## config.mk

```make
export PLATFORM = sky130hd
export DESIGN_NAME = ucb1_best_child_select
export DESIGN_NICKNAME = d
export VERILOG_FILES = /design/src/rtl/ucb1_bcs_pkg.sv /design/src/rtl/ucb1_best_child_select.sv
export SDC_FILE = /design/constraint.sdc
export NUM_CORES = 2
export LEC_CHECK = 0
export CAP_MARGIN = 20
export CORE_UTILIZATION = 59
export DETAILED_ROUTE_END_ITERATION = 6
export DONT_BUFFER_PORTS = 1
export GPL_TIMING_DRIVEN = 1
export HOLD_SLACK_MARGIN = 0.05
export PLACE_DENSITY = 0.78
export SLEW_MARGIN = 20
export SYNTH_ARGS = -nofsm -noshare
export SYNTH_HDL_FRONTEND = slang
export SYNTH_SLANG_ARGS = --single-unit
```

## constraint.sdc

```tcl
create_clock -name clk_i -period 7.8 [get_ports clk_i]
set_input_delay 1.95 -clock clk_i [delete_from_list [all_inputs] [get_ports clk_i]]
set_output_delay 1.95 -clock clk_i [all_outputs]
set_load 0.02 [all_outputs]
```

## src/rtl/ucb1_bcs_pkg.sv

```systemverilog
// Shared constants and types for the UCB1 child selection block.
// No dependencies.
package ucb1_bcs_pkg;

  localparam int MAX_CHILDREN = 256;
  localparam int POS_LIMIT = (MAX_CHILDREN < 256) ? MAX_CHILDREN : 256;

  localparam logic [15:0] WEIGHT_RESET = 16'd5000;
  localparam logic [15:0] LN2_Q16 = 16'd45426;

  localparam int IN_W = 80;
  localparam int OUT_W = 8;

  typedef struct packed {
    logic [23:0] parent_visits;
    logic [23:0] child_visits;
    logic [31:0] child_reward;
  } in_data_t;

endpackage

```

## src/rtl/ucb1_best_child_select.sv

```systemverilog
// UCB1 best-child selection: scores one child per transaction, reports winner on the last.
// A child with zero visits, or one after such a child, is not scored; a parent count of 0 skips ln and sqrt.
// Takes a new child only once the last is done; divisions, ln and sqrt run bit-serially through one
// shared subtractor and one shared 27x21 multiplier under the sequencer.
// Result appears in the cycle after the last child's work ends and is held until taken.
// Reset (async, active low) clears the selection and sets exploration weight to 5000.
module ucb1_best_child_select (
  input  logic                           clk_i,
  input  logic                           rst_ni,
  input  logic                           cfg_we_i,
  input  logic [15:0]                    cfg_wdata_i,     // exploration_weight
  input  logic                           s_axis_tvalid,
  output logic                           s_axis_tready,
  input  logic [ucb1_bcs_pkg::IN_W-1:0]  s_axis_tdata,    // child_reward, child_visits,
                                                          // parent_visits
  input  logic                           s_axis_tlast,    // last_child
  output logic                           m_axis_tvalid,
  input  logic                           m_axis_tready,
  output logic [ucb1_bcs_pkg::OUT_W-1:0] m_axis_tdata,    // best_index
  output logic                           m_axis_tuser     // found
);

  localparam logic [2:0] ST_IDLE = 3'd0;
  localparam logic [2:0] ST_DIVX = 3'd1;
  localparam logic [2:0] ST_LNSQ = 3'd2;
  localparam logic [2:0] ST_LNMU = 3'd3;
  localparam logic [2:0] ST_DIVR = 3'd4;
  localparam logic [2:0] ST_SQRT = 3'd5;
  localparam logic [2:0] ST_EXMU = 3'd6;
  localparam logic [2:0] ST_FIN  = 3'd7;

  ucb1_bcs_pkg::in_data_t in_d;
  assign in_d = ucb1_bcs_pkg::in_data_t'(s_axis_tdata);

  logic [2:0]  state_q, state_d;
  logic [15:0] weight_q;
  logic        neg_q, last_q;
  logic [23:0] visits_q, parent_q;
  logic [47:0] dq_q, dq_d;
  logic [29:0] rem_q, rem_d;
  logic [5:0]  cnt_q, cnt_d;
  logic [16:0] y_q, y_d;
  logic [15:0] frac_q, frac_d;
  logic [4:0]  k_q, k_d;
  logic [26:0] root_q, root_d;
  logic [53:0] rad_q, rad_d;
  logic [47:0] exploit_q, exploit_d;
  logic [42:0] explore_q, explore_d;

  logic [47:0] best_q, best_d;
  logic [7:0]  bpos_q, bpos_d, pos_q, pos_d;
  logic        have_q, have_d, unv_q, unv_d;
  logic        ovalid_q, ovalid_d;
  logic [7:0]  oidx_q, oidx_d;
  logic        ofound_q, ofound_d;

  // shared subtractor
  logic [29:0] sub_a, sub_b;
  logic [30:0] diff;
  logic        ge;
  // shared multiplier
  logic [26:0] mul_a;
  logic [20:0] mul_b;
  logic [47:0] prod;
  logic [17:0] sq;

  logic [4:0]  lead;
  logic [31:0] mag;
  logic [48:0] exploit_s, score;
  logic        accept, stall;

  assign diff = {1'b0, sub_a} - {1'b0, sub_b};
  assign ge   = ~diff[30];
  assign prod = {21'd0, mul_a} * {27'd0, mul_b};
  assign sq   = prod[33:16];

  always_comb begin
    lead = 5'd0;
    for (int i = 0; i < 24; i++) begin
      if (parent_q[i]) lead = 5'(i);
    end
  end

  assign mag       = in_d.child_reward[31] ? (32'd0 - in_d.child_reward) : in_d.child_reward;
  assign exploit_s = neg_q ? (49'd0 - {1'b0, exploit_q}) : {1'b0, exploit_q};
  assign score     = exploit_s + {6'd0, explore_q};

  assign accept = s_axis_tvalid && s_axis_tready;
  assign stall  = last_q && ovalid_q && !m_axis_tready;

  assign s_axis_tready = (state_q == ST_IDLE);
  assign m_axis_tvalid = ovalid_q;
  assign m_axis_tdata  = oidx_q;
  assign m_axis_tuser  = ofound_q;

  always_comb begin
    sub_a = '0;
    sub_b = '0;
    mul_a = '0;
    mul_b = '0;
    case (state_q)
      ST_DIVX, ST_DIVR: begin
        sub_a = {5'd0, rem_q[23:0], dq_q[47]};
        sub_b = {6'd0, visits_q};
      end
      ST_SQRT: begin
        sub_a = {rem_q[27:0], rad_q[53:52]};
        sub_b = {1'b0, root_q, 2'b01};
      end
      ST_LNSQ: begin
        mul_a = {10'd0, y_q};
        mul_b = {4'd0, y_q};
      end
      ST_LNMU: begin
        mul_a = {6'd0, k_q, frac_q};
        mul_b = {5'd0, ucb1_bcs_pkg::LN2_Q16};
      end
      ST_EXMU: begin
        mul_a = root_q;
        mul_b = {5'd0, weight_q};
      end
      default: ;
    endcase
  end

  always_comb begin
    state_d   = state_q;
    dq_d      = dq_q;
    rem_d     = rem_q;
    cnt_d     = cnt_q;
    y_d       = y_q;
    frac_d    = frac_q;
    k_d       = k_q;
    root_d    = root_q;
    rad_d     = rad_q;
    exploit_d = exploit_q;
    explore_d = explore_q;
    best_d    = best_q;
    bpos_d    = bpos_q;
    pos_d     = pos_q;
    have_d    = have_q;
    unv_d     = unv_q;
    ovalid_d  = ovalid_q && !m_axis_tready;
    oidx_d    = oidx_q;
    ofound_d  = ofound_q;
    case (state_q)
      ST_IDLE: begin
        if (accept) begin
          rem_d = '0;
          dq_d  = {mag, 16'd0};
          cnt_d = 6'd47;
          if (unv_q || in_d.child_visits == 24'd0) state_d = ST_FIN;
          else state_d = ST_DIVX;
        end
      end
      ST_DIVX, ST_DIVR: begin
        rem_d = ge ? {6'd0, diff[23:0]} : {6'd0, sub_a[23:0]};
        dq_d  = {dq_q[46:0], ge};
        cnt_d = cnt_q - 6'd1;
        if (cnt_q == 6'd0) begin
          if (state_q == ST_DIVX) begin
            exploit_d = {dq_q[46:0], ge};
            explore_d = '0;
            k_d       = lead;
            y_d       = 17'({parent_q, 16'd0} >> lead);
            frac_d    = '0;
            cnt_d     = 6'd15;
            state_d   = (parent_q == 24'd0) ? ST_FIN : ST_LNSQ;
          end else begin
            rad_d   = {dq_q[36:0], ge, 16'd0};
            rem_d   = '0;
            root_d  = '0;
            cnt_d   = 6'd26;
            state_d = ST_SQRT;
          end
        end
      end
      ST_LNSQ: begin
        y_d    = sq[17] ? sq[17:1] : sq[16:0];
        frac_d = {frac_q[14:0], sq[17]};
        cnt_d  = cnt_q - 6'd1;
        if (cnt_q == 6'd0) state_d = ST_LNMU;
      end
      ST_LNMU: begin
        // ratio numerator 2*ln<<16, aligned to the top of the divider
        dq_d    = {prod[36:16], 17'd0, 10'd0};
        rem_d   = '0;
        cnt_d   = 6'd37;
        state_d = ST_DIVR;
      end
      ST_SQRT: begin
        rem_d  = ge ? diff[29:0] : sub_a;
        root_d = {root_q[25:0], ge};
        rad_d  = {rad_q[51:0], 2'b00};
        cnt_d  = cnt_q - 6'd1;
        if (cnt_q == 6'd0) state_d = ST_EXMU;
      end
      ST_EXMU: begin
        explore_d = prod[42:0];
        state_d   = ST_FIN;
      end
      ST_FIN: begin
        if (!stall) begin
          if (!unv_q) begin
            if (visits_q == 24'd0) begin
              unv_d  = 1'b1;
              have_d = 1'b1;
              bpos_d = pos_q;
            end else if ($signed(score) > $signed({1'b0, best_q})) begin
              best_d = score[47:0];
              bpos_d = pos_q;
              have_d = 1'b1;
            end
          end
          pos_d = (pos_q == 8'(ucb1_bcs_pkg::POS_LIMIT - 1)) ? 8'd0 : pos_q + 8'd1;
          if (last_q) begin
            ovalid_d = 1'b1;
            oidx_d   = have_d ? bpos_d : 8'd0;
            ofound_d = have_d;
            best_d   = '0;
            bpos_d   = '0;
            pos_d    = '0;
            have_d   = 1'b0;
            unv_d    = 1'b0;
          end
          state_d = ST_IDLE;
        end
      end
      default: state_d = ST_IDLE;
    endcase
  end

  always_ff @(posedge clk_i or negedge rst_ni) begin
    if (!rst_ni) begin
      state_q  <= ST_IDLE;
      weight_q <= ucb1_bcs_pkg::WEIGHT_RESET;
      best_q   <= '0;
      bpos_q   <= '0;
      pos_q    <= '0;
      have_q   <= 1'b0;
      unv_q    <= 1'b0;
      ovalid_q <= 1'b0;
    end else begin
      state_q  <= state_d;
      if (cfg_we_i) weight_q <= cfg_wdata_i;
      best_q   <= best_d;
      bpos_q   <= bpos_d;
      pos_q    <= pos_d;
      have_q   <= have_d;
      unv_q    <= unv_d;
      ovalid_q <= ovalid_d;
    end
  end

  always_ff @(posedge clk_i) begin
    if (accept) begin
      neg_q    <= in_d.child_reward[31];
      visits_q <= in_d.child_visits;
      parent_q <= in_d.parent_visits;
      last_q   <= s_axis_tlast;
    end
    dq_q      <= dq_d;
    rem_q     <= rem_d;
    cnt_q     <= cnt_d;
    y_q       <= y_d;
    frac_q    <= frac_d;
    k_q       <= k_d;
    root_q    <= root_d;
    rad_q     <= rad_d;
    exploit_q <= exploit_d;
    explore_q <= explore_d;
    oidx_q    <= oidx_d;
    ofound_q  <= ofound_d;
  end

endmodule

```

==> summary.md <==
| Metric | Value |
|---|---|
| Status | `complete, but fails checks` |
| Violated checks | `design-rule violations` |
| Post-synthesis sequential area ratio | `31.21%` |
| Most common cell after layout, fill and taps aside | `nand2_1` |
| Reg-to-reg endpoint | `y_q[8]` |
| Die Y | `259.6 um` |
| Via count | `31870` |
| Hold Fails Final Rpt | `0` |
| DRC | `1` |
| Largest area contributor in the netlist | `edfxtp_1` |
| CTS buffer count | `46` |
| All-Layer GR Usage | `34.35%` |
| Most frequent cells in the layout | `nand2_1, inv_1, fa_1` |
| Iter 0 DRT Violations | `3367` |
| RD Place Congestion | `1.011` |
| CP Max Fanout | `29` |
| Area contributors post-synth | `edfxtp_1, fa_1, ha_1` |
| Crit-path most repeated cell | `fa_1` |
| Share of the synthesized area in the top cell type | `25.69%` |
| Die area | `0.06739 mm^2` |
| Top_reg_cell synth | `edfxtp_1` |
| Detailed Place HPWL | `90.70 mm` |
| Final worst path period share | `97.56%` |
| # clock sinks | `421` |
| Slowest stage delay, CP | `0.60 ns` |
| EDFF count, synth | `335` |
| WP data arrival | `7.91 ns` |
| Drt first pass iters | `7` |
| Initial antenna violation count | `0` |
| Hold buffer count at cts | `0` |
| Critical path class | `reg2reg` |
| Fraction of final layout cells sized beyond drive strength 1 | `10.51%` |
| Distinct cell type count after synthesis | `80` |
| Max Cap Viol | `0` |
| First-pass GRT wire length | `176.0 mm` |
| R2r setup slk | `0.19 ns` |
| Register-to-Register Path Depth | `28` |
| Fmax achieved | `0.1314 GHz` |
| Critical path endpoint category | `register` |
| # fillers | `5088` |
| Drt total wl | `116.3 mm` |
| Post-layout min period | `7.610 ns` |
| Avg Synthesized Cell Area | `9.376 um^2` |
| Worst skew pair latency | `0.61 ns` |
| Worst min path class | `reg2reg` |
| Vias in the first global route | `31120` |
| IO Pins | `113` |
| Die X | `259.6 um` |
| Synth Instances | `4176` |
| Nets | `4992` |
| Setup violators final | `0` |
| Multi-input logic area | `0.02464 mm^2` |
| Worst Setup Slack, final | `0.1901 ns` |
| GRT Residual Overflow | `0` |
| Pin count of the biggest net entering global routing | `87` |
| Area Overhead vs Synth | `11.36%` |
| Clock Skew | `0.01384 ns` |
| Critical Path Source | `state_q[2]` |
| CP Launch Type | `register` |
| Util after Layout | `66.32%` |
| Clk root buf | `clkbuf_16` |
| CP required | `8.10 ns` |
| Worst Setup EP | `y_q[8]` |
| Remaining antenna violation count | `0` |
| Yosys reg bits | `421` |
| Register area | `0.01222 mm^2` |
| Core area | `0.06575 mm^2` |
| FP Rows | `94` |
| Drt wl/cell | `22.46 um` |
| Maximum clock path buffer count | `3` |
| Relative slew slack | `27.05%` |
| Worst-Margin Slew | `1.094 ns` |
| Yosys warning total | `0` |
| Max-slew violation count | `0` |
| RSZ-0062 raised after global routing | `true` |
| Input/output buffers | `0` |
| H-Tree Level Count | `2` |
| TritonCTS clock tree | `done` |
| Initial Util | `59.55%` |
| Crit-path slowest cell | `fa_1` |
| Worst r2r src | `state_q[2]` |
| Vias per inst | `6.159` |
| Clock-pin transition on the worst setup and hold timing paths | `0.06 ns` |
| Dpl ws | `-0.4286 ns` |
| Async set-reset flop share out of synthesis | `20.43%` |
| Mapped Area | `0.03915 mm^2` |
| N_diodes | `0` |
## area by class of cell
| class | count | share of cell area, % |
|---|---|---|
| Inverter | 527 | 4.537 |
| Clock inverter | 30 | 0.7949 |
| Multi-Input combinational cell | 3040 | 56.52 |
| Tap cell | 864 | 2.479 |
| Clock buffer | 56 | 2.821 |
| Timing Repair Buffer | 237 | 4.813 |
| Sequential cell | 421 | 28.03 |
## stage by stage
step | cells | setup TNS [ns] | hold slack [ns] | area (um^2)
after floorplan | 4179 | 0 | 0.4262 | 39190
after global placement | 5063 | -0.3091 | 0.4385 | 41430
after detailed placement | 5063 | -1.640 | 0.4464 | 41440
after CTS | 5150 | 0 | 0.4514 | 43050
after global routing | 5175 | -0.3556 | 0.4733 | 43600
final | 5175 | 0 | 0.4636 | 43600
## state kept, by name, indices dropped and copies added (netlist names), 6 cells and up
signal / cells
best_q: 48
bpos_q: 8
cnt_q: 6
y_q: 17
visits_q: 24
m_axis_tdata: 8
weight_q: 16
explore_q: 43
frac_q: 16
root_q: 27
pos_q: 8
dq_q: 48
parent_q: 24
rad_q: 38
rem_q: 28
exploit_q: 48
## repair_timing
item	4_1_cts	5_1_grt
endpoints found under the setup margin	21	81
endpoints found under the hold margin	0	0
cloned	0	3
buffers inserted	1	22
resized for setup	4	95
pin swaps	1	20
## metal layers
layer	part of all wire, %	track usage (%)
met1	38	44.62
met2	45	53.33
met3	10	7.563
met4	6.6	19.56
met5	0	0
## cell usage after synthesis, types with 28 or more instances
cell type,instances
nand2_1,670
nor3_1,41
xnor2_1,114
a211oi_1,36
and3_1,55
nand3_1,40
mux2i_1,46
and2_1,61
xor2_1,71
a22o_1,46
o21ai_0,138
a21o_1,71
a21oi_1,169
ha_1,242
inv_1,524
a22oi_1,31
nor2_1,358
nand2b_1,34
dfrtp_1,81
nor2b_1,28
a31oi_1,31
edfxtp_1,335
o31ai_1,66
fa_1,375
clkbuf_1,167
## critical path, delay by kind of cell, from the launching register on
family                   cells  cell delay (ns)
buffers and inverters        9             1.25
XOR/XNOR                     1             0.18
AO/OA/AOI/OAI                6             1.15
multiplexers                 2             0.38
flip-flops                   1             0.58
adder cells (fa/ha/maj)      7             3.32
AND/OR/NAND/NOR              3             0.39
## worst min path at each step
stage          startpoint            end  slack (ns)  depth (start not counted)
2_1_floorplan    dq_q[37]  exploit_q[38]        0.43                          0
3_3_place_gp     dq_q[42]  exploit_q[43]        0.44                          0
3_5_place_dp     dq_q[42]  exploit_q[43]        0.45                          0
4_1_cts          dq_q[42]  exploit_q[43]        0.45                          0
5_1_grt          dq_q[37]  exploit_q[38]        0.47                          0
6_report         dq_q[42]  exploit_q[43]        0.46                          0
## cell families (layout without fill, tap and decap cells)
family,count (synthesis),in the layout,synth area share (%)
mux,77,77,2.068
buf+inv,718,850,6.922
simple gates,1394,1394,15.70
fa+ha+maj,617,617,26.91
xor+xnor,186,186,4.180
other cells,2,5,0.01918
flops,421,421,31.21
compound gates,761,761,13.00
Power is left out: the tool's default activity adds up to more than one toggle a clock period on the data nets, which glitch-free logic cannot reach.
